[src/rtl/atrf_pkg.sv]
// Shared types and constants for the API transmit-request framer.
// Item structs for both channels, the internal command format and byte codes.
// No dependencies; every other file imports this package.
package atrf_pkg;

  // Channel items
  typedef struct packed {
    logic        req_type;
    logic [63:0] dest_addr;
    logic [7:0]  payload_len;
    logic [7:0]  data_byte;
  } in_item_t;

  typedef struct packed {
    logic [7:0] frame_byte;
    logic       frame_end;
  } out_item_t;

  localparam logic REQ_START = 1'b0;
  localparam logic REQ_DATA  = 1'b1;

  // Configuration register indexes
  localparam int unsigned CFG_IDX_W = 2;
  localparam logic [CFG_IDX_W-1:0] CFG_FRAME_IDENT      = 2'd0;
  localparam logic [CFG_IDX_W-1:0] CFG_BROADCAST_RADIUS = 2'd1;
  localparam logic [CFG_IDX_W-1:0] CFG_TRANSMIT_OPTIONS = 2'd2;

  localparam logic [7:0] FRAME_IDENT_RST      = 8'h01;
  localparam logic [7:0] BROADCAST_RADIUS_RST = 8'h00;
  localparam logic [7:0] TRANSMIT_OPTIONS_RST = 8'h00;

  // Frame constants
  localparam logic [7:0]  DELIM_BYTE      = 8'h7E;
  localparam logic [7:0]  TYPE_TX_REQ     = 8'h10;
  localparam logic [15:0] RESERVED_WORD   = 16'hFFFE;
  localparam logic [8:0]  HEADER_OVERHEAD = 9'd14;
  localparam logic [7:0]  CKSUM_BASE      = 8'hFF;
  localparam logic [7:0]  MAX_PAYLOAD     = 8'd255;

  // Command handed from the front to the back
  typedef struct packed {
    logic        is_start;
    logic        last;         // start: empty payload; data: final payload byte
    logic [63:0] dest_addr;
    logic [7:0]  payload_len;
    logic [7:0]  data_byte;
    logic [7:0]  frame_ident;
    logic [7:0]  radius;
    logic [7:0]  options;
  } cmd_t;

  // Queue sizes
  localparam int unsigned CMDQ_AW    = 1;
  localparam int unsigned CMDQ_DEPTH = 1 << CMDQ_AW;
  localparam int unsigned OUTQ_AW    = 1;
  localparam int unsigned OUTQ_DEPTH = 1 << OUTQ_AW;

  // Sequencer steps
  localparam int unsigned STEP_W = 5;
  localparam logic [STEP_W-1:0] STEP_DELIM      = 5'd0;
  localparam logic [STEP_W-1:0] STEP_LEN_HI     = 5'd1;
  localparam logic [STEP_W-1:0] STEP_LEN_LO     = 5'd2;
  localparam logic [STEP_W-1:0] STEP_TYPE       = 5'd3;
  localparam logic [STEP_W-1:0] STEP_IDENT      = 5'd4;
  localparam logic [STEP_W-1:0] STEP_ADDR_FIRST = 5'd5;
  localparam logic [STEP_W-1:0] STEP_ADDR_LAST  = 5'd12;
  localparam logic [STEP_W-1:0] STEP_RSV_HI     = 5'd13;
  localparam logic [STEP_W-1:0] STEP_RSV_LO     = 5'd14;
  localparam logic [STEP_W-1:0] STEP_RADIUS     = 5'd15;
  localparam logic [STEP_W-1:0] STEP_OPTIONS    = 5'd16;
  localparam logic [STEP_W-1:0] STEP_HDR_CKSUM  = 5'd17;
  localparam logic [STEP_W-1:0] STEP_DATA       = 5'd0;
  localparam logic [STEP_W-1:0] STEP_DATA_CKSUM = 5'd1;

endpackage

[src/rtl/atrf_front.sv]
// Front end: input acceptance, configuration registers, frame tracking.
// Classifies each item into a command for the back end or drops it.
// Depends on atrf_pkg.
module atrf_front (
  input  logic                            clk,
  input  logic                            rst_n,
  input  logic                            in_push,
  input  atrf_pkg::in_item_t              in_item,
  output logic                            in_full,
  input  logic                            cfg_valid,
  output logic                            cfg_ready,
  input  logic [atrf_pkg::CFG_IDX_W-1:0]  cfg_index,
  input  logic [7:0]                      cfg_data,
  output logic                            cmd_push,
  output atrf_pkg::cmd_t                  cmd,
  input  logic                            cmdq_full
);
  import atrf_pkg::*;

  logic [7:0] frame_ident_r, radius_r, options_r;
  logic       frame_open_r, frame_open_nxt;
  logic [7:0] bytes_left_r, bytes_left_nxt;
  logic       accept;
  logic [7:0] len_sat;

  assign cfg_ready = 1'b1;
  assign in_full   = cmdq_full;
  assign accept    = in_push && !cmdq_full;
  assign len_sat   = (in_item.payload_len > MAX_PAYLOAD) ? MAX_PAYLOAD : in_item.payload_len;

  always_comb begin
    cmd.is_start    = (in_item.req_type == REQ_START);
    cmd.dest_addr   = in_item.dest_addr;
    cmd.payload_len = len_sat;
    cmd.data_byte   = in_item.data_byte;
    cmd.frame_ident = frame_ident_r;
    cmd.radius      = radius_r;
    cmd.options     = options_r;
    cmd.last        = cmd.is_start ? (len_sat == 8'd0) : (bytes_left_r == 8'd1);
    cmd_push        = accept && (cmd.is_start || frame_open_r);

    frame_open_nxt = frame_open_r;
    bytes_left_nxt = bytes_left_r;
    if (accept) begin
      if (cmd.is_start) begin
        // abandon whatever frame was open
        frame_open_nxt = (len_sat != 8'd0);
        bytes_left_nxt = len_sat;
      end else if (frame_open_r) begin
        bytes_left_nxt = bytes_left_r - 8'd1;
        frame_open_nxt = (bytes_left_r != 8'd1);
      end
    end
  end

  always_ff @(posedge clk) begin
    if (!rst_n) begin
      frame_ident_r <= FRAME_IDENT_RST;
      radius_r      <= BROADCAST_RADIUS_RST;
      options_r     <= TRANSMIT_OPTIONS_RST;
      frame_open_r  <= 1'b0;
      bytes_left_r  <= 8'd0;
    end else begin
      frame_open_r <= frame_open_nxt;
      bytes_left_r <= bytes_left_nxt;
      if (cfg_valid && cfg_ready) begin
        case (cfg_index)
          CFG_FRAME_IDENT:      frame_ident_r <= cfg_data;
          CFG_BROADCAST_RADIUS: radius_r      <= cfg_data;
          CFG_TRANSMIT_OPTIONS: options_r     <= cfg_data;
          default: ;
        endcase
      end
    end
  end

endmodule

[src/rtl/atrf_cmd_queue.sv]
// Short command queue between the front and back ends.
// Holds CMDQ_DEPTH commands; the head is shown while valid is high.
// Depends on atrf_pkg.
module atrf_cmd_queue (
  input  logic           clk,
  input  logic           rst_n,
  input  logic           push,
  input  atrf_pkg::cmd_t push_cmd,
  output logic           full,
  input  logic           pop,
  output logic           valid,
  output atrf_pkg::cmd_t head_cmd
);
  import atrf_pkg::*;

  cmd_t               mem_r [CMDQ_DEPTH];
  logic [CMDQ_AW-1:0] wr_ptr_r, rd_ptr_r;
  logic [CMDQ_AW:0]   count_r, count_nxt;
  logic               do_push, do_pop;

  assign full     = (count_r == (CMDQ_AW+1)'(CMDQ_DEPTH));
  assign valid    = (count_r != '0);
  assign head_cmd = mem_r[rd_ptr_r];
  assign do_push  = push && !full;
  assign do_pop   = pop && valid;

  always_comb begin
    count_nxt = count_r;
    if (do_push && !do_pop) count_nxt = count_r + 1'b1;
    else if (do_pop && !do_push) count_nxt = count_r - 1'b1;
  end

  always_ff @(posedge clk) begin
    if (!rst_n) begin
      wr_ptr_r <= '0;
      rd_ptr_r <= '0;
      count_r  <= '0;
    end else begin
      count_r <= count_nxt;
      if (do_push) wr_ptr_r <= wr_ptr_r + 1'b1;
      if (do_pop)  rd_ptr_r <= rd_ptr_r + 1'b1;
    end
  end

  always_ff @(posedge clk) begin
    if (do_push) mem_r[wr_ptr_r] <= push_cmd;
  end

endmodule

[src/rtl/atrf_back.sv]
// Back end: byte sequencer, checksum accumulator and result queue.
// Expands each command into frame bytes, one per cycle while the result queue has room.
// Depends on atrf_pkg.
module atrf_back (
  input  logic                clk,
  input  logic                rst_n,
  input  logic                cmd_valid,
  input  atrf_pkg::cmd_t      cmd,
  output logic                cmd_pop,
  output logic                out_empty,
  input  logic                out_pop,
  output atrf_pkg::out_item_t out_item
);
  import atrf_pkg::*;

  logic [STEP_W-1:0] step_r, step_nxt;
  logic [7:0]        sum_r, sum_nxt;
  logic              emit, done;
  logic [7:0]        byte_val;
  logic              is_cksum, summed;
  logic [8:0]        total;
  logic [2:0]        addr_idx;
  logic [STEP_W-1:0] addr_off;

  out_item_t          q_r [OUTQ_DEPTH];
  logic [OUTQ_AW-1:0] wr_ptr_r, rd_ptr_r;
  logic [OUTQ_AW:0]   count_r, count_nxt;
  logic               q_full, do_pop;

  assign q_full    = (count_r == (OUTQ_AW+1)'(OUTQ_DEPTH));
  assign out_empty = (count_r == '0);
  assign out_item  = q_r[rd_ptr_r];
  assign do_pop    = out_pop && !out_empty;
  assign emit      = cmd_valid && !q_full;

  assign total    = {1'b0, cmd.payload_len} + HEADER_OVERHEAD;
  assign addr_off = step_r - STEP_ADDR_FIRST;
  assign addr_idx = addr_off[2:0];

  always_comb begin
    byte_val = 8'h00;
    is_cksum = 1'b0;
    if (cmd.is_start) begin
      case (step_r)
        STEP_DELIM:     byte_val = DELIM_BYTE;
        STEP_LEN_HI:    byte_val = {7'd0, total[8]};
        STEP_LEN_LO:    byte_val = total[7:0];
        STEP_TYPE:      byte_val = TYPE_TX_REQ;
        STEP_IDENT:     byte_val = cmd.frame_ident;
        STEP_RSV_HI:    byte_val = RESERVED_WORD[15:8];
        STEP_RSV_LO:    byte_val = RESERVED_WORD[7:0];
        STEP_RADIUS:    byte_val = cmd.radius;
        STEP_OPTIONS:   byte_val = cmd.options;
        STEP_HDR_CKSUM: begin
          byte_val = CKSUM_BASE - sum_r;
          is_cksum = 1'b1;
        end
        default: begin
          // address bytes, most significant first
          case (addr_idx)
            3'd0:    byte_val = cmd.dest_addr[63:56];
            3'd1:    byte_val = cmd.dest_addr[55:48];
            3'd2:    byte_val = cmd.dest_addr[47:40];
            3'd3:    byte_val = cmd.dest_addr[39:32];
            3'd4:    byte_val = cmd.dest_addr[31:24];
            3'd5:    byte_val = cmd.dest_addr[23:16];
            3'd6:    byte_val = cmd.dest_addr[15:8];
            default: byte_val = cmd.dest_addr[7:0];
          endcase
        end
      endcase
      summed = (step_r >= STEP_TYPE) && (step_r <= STEP_OPTIONS);
      done   = (step_r == STEP_HDR_CKSUM) || ((step_r == STEP_OPTIONS) && !cmd.last);
    end else begin
      if (step_r == STEP_DATA_CKSUM) begin
        byte_val = CKSUM_BASE - sum_r;
        is_cksum = 1'b1;
      end else begin
        byte_val = cmd.data_byte;
      end
      summed = (step_r == STEP_DATA);
      done   = (step_r == STEP_DATA_CKSUM) || ((step_r == STEP_DATA) && !cmd.last);
    end
  end

  assign cmd_pop = emit && done;

  always_comb begin
    step_nxt = step_r;
    sum_nxt  = sum_r;
    if (emit) begin
      step_nxt = done ? '0 : step_r + 1'b1;
      // restart the sum on the frame type byte
      if (cmd.is_start && step_r == STEP_TYPE) sum_nxt = byte_val;
      else if (summed) sum_nxt = sum_r + byte_val;
    end
    count_nxt = count_r;
    if (emit && !do_pop) count_nxt = count_r + 1'b1;
    else if (do_pop && !emit) count_nxt = count_r - 1'b1;
  end

  always_ff @(posedge clk) begin
    if (!rst_n) begin
      step_r   <= '0;
      sum_r    <= 8'd0;
      wr_ptr_r <= '0;
      rd_ptr_r <= '0;
      count_r  <= '0;
    end else begin
      step_r  <= step_nxt;
      sum_r   <= sum_nxt;
      count_r <= count_nxt;
      if (emit)   wr_ptr_r <= wr_ptr_r + 1'b1;
      if (do_pop) rd_ptr_r <= rd_ptr_r + 1'b1;
    end
  end

  always_ff @(posedge clk) begin
    if (emit) begin
      q_r[wr_ptr_r].frame_byte <= byte_val;
      q_r[wr_ptr_r].frame_end  <= is_cksum;
    end
  end

endmodule

[src/rtl/api_tx_request_framer.sv]
// Top level of the API transmit-request framer.
// Ties front end, command queue and back end; depends on atrf_pkg and all atrf_ modules.
//
//   channel  | direction | handshake               | payload
//   ---------+-----------+-------------------------+-------------------------------
//   in_      | in        | in_push / in_full       | in_item (in_item_t)
//   out_     | out       | out_pop / out_empty     | out_item (out_item_t)
//   cfg_     | in        | cfg_valid / cfg_ready   | cfg_index, cfg_data
//
// The back end emits one frame byte per cycle while the result queue has room: a start
// item gives 17 bytes (18 with an empty payload), a data item 1 (2 on the final byte).
// Data items pass at one per cycle while the result queue has room; a header burst
// fills the two-entry command queue and raises in_full until the sequencer drains it.
// Synchronous active-low reset clears queues, frame tracking and registers.
// A stalled result side fills the two-entry result queue and then stalls the back end.
module api_tx_request_framer (
  input  logic                            clk,
  input  logic                            rst_n,
  input  logic                            in_push,
  input  atrf_pkg::in_item_t              in_item,
  output logic                            in_full,
  output logic                            out_empty,
  input  logic                            out_pop,
  output atrf_pkg::out_item_t             out_item,
  input  logic                            cfg_valid,
  output logic                            cfg_ready,
  input  logic [atrf_pkg::CFG_IDX_W-1:0]  cfg_index,
  input  logic [7:0]                      cfg_data
);
  import atrf_pkg::*;

  cmd_t push_cmd, head_cmd;
  logic cmd_push, cmdq_full, cmd_valid, cmd_pop;

  atrf_front u_front (
    .clk       (clk),
    .rst_n     (rst_n),
    .in_push   (in_push),
    .in_item   (in_item),
    .in_full   (in_full),
    .cfg_valid (cfg_valid),
    .cfg_ready (cfg_ready),
    .cfg_index (cfg_index),
    .cfg_data  (cfg_data),
    .cmd_push  (cmd_push),
    .cmd       (push_cmd),
    .cmdq_full (cmdq_full)
  );

  atrf_cmd_queue u_cmd_queue (
    .clk      (clk),
    .rst_n    (rst_n),
    .push     (cmd_push),
    .push_cmd (push_cmd),
    .full     (cmdq_full),
    .pop      (cmd_pop),
    .valid    (cmd_valid),
    .head_cmd (head_cmd)
  );

  atrf_back u_back (
    .clk       (clk),
    .rst_n     (rst_n),
    .cmd_valid (cmd_valid),
    .cmd       (head_cmd),
    .cmd_pop   (cmd_pop),
    .out_empty (out_empty),
    .out_pop   (out_pop),
    .out_item  (out_item)
  );

endmodule

[config.mk]
export PLATFORM = sky130hd
export DESIGN_NAME = api_tx_request_framer
export DESIGN_NICKNAME = d
export VERILOG_FILES = /design/src/rtl/atrf_pkg.sv /design/src/rtl/atrf_front.sv /design/src/rtl/atrf_cmd_queue.sv /design/src/rtl/atrf_back.sv /design/src/rtl/api_tx_request_framer.sv
export SDC_FILE = /design/constraint.sdc
export NUM_CORES = 1
export LEC_CHECK = 0
export BUFFER_PORTS_ARGS = -buffer_cell sky130_fd_sc_hd__buf_2
export CAP_MARGIN = 40
export CELL_PAD_IN_SITES_DETAIL_PLACEMENT = 1
export CELL_PAD_IN_SITES_GLOBAL_PLACEMENT = 1
export CORE_MARGIN = 4
export CORE_UTILIZATION = 49
export CTS_BUF_LIST = sky130_fd_sc_hd__clkbuf_4
export DETAILED_ROUTE_END_ITERATION = 16
export PLACE_DENSITY = 0.85
export SKIP_LAST_GASP = 1
export SLEW_MARGIN = 20
export SYNTH_ARGS = -nofsm -noshare
export SYNTH_HDL_FRONTEND = slang
export SYNTH_SLANG_ARGS = --single-unit
[constraint.sdc]
create_clock -name clk -period 13.5 [get_ports clk]
set_clock_uncertainty 0.05 [all_clocks]
set_input_delay 0.675 -clock clk [delete_from_list [all_inputs] [get_ports clk]]
set_output_delay 0.675 -clock clk [all_outputs]
set_load 0.05 [all_outputs]
# After elaboration in Yosys (flattened, before gate mapping)
# Memories as Yosys holds them, arrays and structs flattened. A register that Yosys moved wholly into a read port is not among the register bits.
# Cells that the tools add are included.
# op_classes
n_addsub	14
order_cmp	3
n_eq_ne	22
muxes	30
bitwise	1
reduce_logical	41
# op_table
cell	count
$pmux W8 S10	1
$mux W8	7
$pmux W8 S7	1
$mux W1	16
$eq A5 B4 Y1 const B	3
$logic_and A1 B1 Y1	15
$eq A5 B2 Y1 const B	2
$eq A5 B5 Y1 const B	2
$reduce_and A2 Y1	5
$add A8 B4 Y9 const B	1
$eq A3 B3 Y1 const B	3
$add A8 B8 Y8	1
$eq A8 B1 Y1 const B	1
$gt A8 B8 Y1 const B	1
$logic_not A1 Y1	8
$logic_not A8 Y1	1
$mux W2	4
$ne A8 B1 Y1 const B	1
$reduce_bool A2 Y1	4
$reduce_bool A8 Y1	1
$sub A8 B1 Y8 const B	1
$sub A8 B8 Y8 const A	1
$eq A2 B2 Y1 const B	3
$eq A3 B2 Y1 const B	2
18 further kinds	26
# word_totals
ff_bits	54
ramBits	230
input_bits	96
out_inout_bits	12
elab_cells	126
mem_count	2
# memory_table
name	words	word_bits	read_ports	rd_clocked_by_memory_dff	write_ports	line_no	rtl
u_cmd_queue.mem_r	2	106	1	1	1	atrf_cmd_queue.sv:16	cmd_t mem_r [CMDQ_DEPTH];
u_back.q_r	2	9	1	1	1	atrf_back.sv:25	out_item_t q_r [OUTQ_DEPTH];

# Depth between registers and ports, before layout
# depth
ltp_word	9
mapped_depth	21

# Modules after synthesis
# Synthesis repeated with hierarchy kept, for this count alone.
# unflattened
hier_cells	946
area_unflattened_um2	13120.1
# modules_own_cells
module	instances	cells_per_inst	area_each_um2	seq_area_each_um2
atrf_cmd_queue	1	355	8044.0	6466.2
atrf_back	1	352	2964.1	900.9
atrf_front	1	239	2112.0	660.6

# Least setup slack after synthesis
# OpenSTA, ideal clock, no wires.
# synth_path
path_type	input to register
from	input in_item[80] (netlist name)
to	memory u_cmd_queue.mem_r[0][0] (netlist name) (enable)
t_arrival_ns	5.405
required_time_ns	12.878
slack_ns	7.472
cell_stages	3
path_buffers	0
cell_sequence	nand2b_1 nand3_1 nor2_1
# synth_between
elab_chain_len	6
# synth_lines
item	line_no	rtl
start, declared	api_tx_request_framer.sv:20	input atrf_pkg::in_item_t in_item,
$not A1 Y1	atrf_front.sv:32	cmd.is_start = (in_item.req_type == REQ_START);
$logic_or A1 B1 Y1	atrf_front.sv:40	cmd_push = accept && (cmd.is_start || frame_open_r);
$logic_and A1 B1 Y1	atrf_front.sv:40	
$logic_and A1 B1 Y1	atrf_cmd_queue.sv:24	assign do_push = push && !full;
$mux W1	atrf_cmd_queue.sv:46	if (do_push) mem_r[wr_ptr_r] <= push_cmd;
$mux W1 (not written as such)	atrf_cmd_queue.sv:46	
end, declared	atrf_cmd_queue.sv:16	
# No other way between the ends.

==> results.toml <==
[sta]
fin_crit_ns = 5.184
finalCritPeriodShare = 0.3840
finalMaxSlewViolations = 0
grt_setup_unrepaired = "false"
setup_viol_count_final = 0
max_freq_ghz = 0.1929
whs_ns = 0.1170
worst_pin_slew_ns = 0.9174
tns_ns = 0
max_slew_margin = 0.3804
hold_viol_final = 0

[run]
maxCapViolations = 0

[final_layout]
syn_to_final_growth_pct = 15.78
fillers = 2439
fin_util = 0.5777
final_common_cell = "edfxtp_1"
final_cell_mix = "edfxtp_1 (230), clkbuf_4 (115), buf_2 (106)"
stdcell_area_mm2 = 0.01405
drive_above_1_share = 0.2975
final_nets = 1134

[worst_setup_path]
critPathKind = "flop to flop"
cp-start-kind = "flop"
endpoint_kind = "flop"
worstPathArrival_ns = 5.67
worstPathRequired_ns = 13.99
path_max_fanout = 54

[power_and_ir_drop]
p_leak_nw = 5.108
vdd_drop_max_v = 0.00009161
p_total_w = 0.002995
p_per_area_mw_per_mm2 = 213.2

[place]
gp_congestion = 0.8843
dp_hpwl_um = 21300
place_area_mm2 = 0.01301
io_buffers = 106

[logic_synthesis]
synth_top_area_cell = "edfxtp_1"
synth-seq-cells = 286
synth_ff_type = "edfxtp_1"
synth_warnings = 0
syn_avg_cell_area_um2 = 14.01
syn_nets = 982
ys_seq_area_frac = 0.6616
synth.area.top_cells = "edfxtp_1 (57%), dfxtp_1 (9.2%), mux2_2 (4.6%)"
synthArstFlopShare = 0
syn_area_mm2 = 0.01213
synth.distinct_cells = 76
yosysTopAreaCellShare = 0.5692
synth_edf_count = 230
synthCells = 866

[die]
die-area_mm2 = 0.02735
die_y_um = 165.4
std_cell_rows = 57
die_w_um = 165.4
core_mm2 = 0.02432
initial_core_util = 0.4989
ios = 108

[routing]
wl_met2_um = 16000
wl_met3_um = 1514
drt_iter0_drc = 692
wl_met1_um = 13230
drc_errors = 0
finalWirelength_um = 31650
drtPass1Iterations = 5
routed.top_layer = "met4"
wl_per_cell_um = 22.54
vias_per_cell = 5.823
route.vias.total = 8176
postRouteAntennaNets = 0

[global_routing]
grt_max_degree = 55
antenna_found_initial = 1
grt_pass1_wl_um = 48940
overflow = 0
track_usage = 0.2354
grt_pass1_vias = 8911

[clock_tree]
cts_max_level = 3
cts_buffers = 76
clock_path_buffers = 3
clockRootBuffer = "clkbuf_4"
cts-resized-gates = 0
cts_hold_buffers = 0
clock_sinks = 286
tritoncts = "yes"
clk_latency_ns = 0.70
clkSlewWorstSetupHoldPaths_ns = 0.07
cts_setup_buffers = 0

[run_status]
status = "completed"

[hold_path]
min_path_type = "input port to flop"
==> sequential cells by signal (all words and copies together) (netlist names), 2 cells and up, named ones only <==
signal,flops
u_cmd_queue.mem_r,212
u_back.q_r,18
u_back.sum_r,8
u_front.bytes_left_r,8
u_front.frame_ident_r,8
u_front.options_r,8
u_front.radius_r,8
u_back.step_r,5
u_back.count_r,2
u_cmd_queue.count_r,2
==> final timing paths <==
kind,start,to,slack [ns],cells after the start
max,flop,u_back.sum_r[6],8.32,16
min,in_item[73],u_cmd_queue.mem_r[0][97],0.12,1
max reg2reg,flop,u_back.sum_r[6],8.32,16
min reg2reg,u_front.options_r[6],u_cmd_queue.mem_r[1][6],0.40,0
==> kinds of logic after synthesis <==
family,Yosys count,share of synthesized area
fa+ha+maj,20,0.02124
other cells,1,0.0003090
simple gates,190,0.07383
flops,286,0.6616
mux,99,0.09291
xor+xnor,23,0.01815
compound gates,179,0.1057
buf+inv,68,0.02629
==> critical path: stages, from the launching register on <==
cell and delay (ns):
dfxtp_4 0.78, buf_4 0.72, mux2_2 0.43, a221oi_1 0.35, o21ai_0 0.18, o21ai_0 0.33
o21ai_0 0.23, ha_1 0.26, fa_1 0.41, a21o_1 0.18, a21oi_1 0.23, o21ai_0 0.12
a21oi_1 0.18, xnor2_1 0.14, nor2_1 0.06, a211oi_1 0.25, nor3_1 0.08
==> cells in the mapped netlist, types with 5 or more instances <==
master	count
nand2b_1	6
ha_1	19
mux2i_1	41
a222oi_1	11
mux2_2	50
nor2_1	68
xnor2_1	10
a22oi_1	13
and2_1	5
nor4_1	6
dfxtp_1	56
buf_2	15
o22ai_1	5
o21ai_0	31
mux4_2	5
xor2_1	12
nand2_1	50
nor2b_1	6
a211oi_1	11
clkbuf_1	21
a221oi_1	13
a22o_1	5
nand3_1	14
nor3_1	14
a21oi_1	42
a31oi_1	8
inv_1	18
edfxtp_1	230
==> routing by layer <==
metal / vias to the layer above / global-route usage
met3: 67 / 0.04890
met2: 275 / 0.3937
met5: - / 0
met1: 4134 / 0.2993
li1: 3700 / -
met4: 0 / 0.1005
==> through the flow <==
stage               setup WS [ns]  cells
global route                8.017   1404
finish                      8.316   1404
floorplan                   7.472    866
global placement            8.682   1256
CTS                         8.344   1401
detailed placement          8.392   1262
==> final cells by class <==
| cell class | instances | area [um2] | area share |
|---|---|---|---|
| sequential | 286 | 8031 | 0.5717 |
| multi-input combinational | 512 | 3797 | 0.2703 |
| clock buffer | 115 | 863.3 | 0.06145 |
| timing repair buffer | 122 | 718.2 | 0.05112 |
| tap | 324 | 405.4 | 0.02886 |
| clock inverter | 24 | 155.1 | 0.01104 |
| inverter | 20 | 75.07 | 0.005344 |
| antenna | 1 | 2.502 | 0.0001781 |
==> where the power goes <==
group	leakage, nW	switching, W	internal, W
clock	0.608	0.000366	0.000430
combinational	1.92	0.000630	0.000376
sequential	2.58	0.0000918	0.00110
Power figures use the tool's default switching activity.
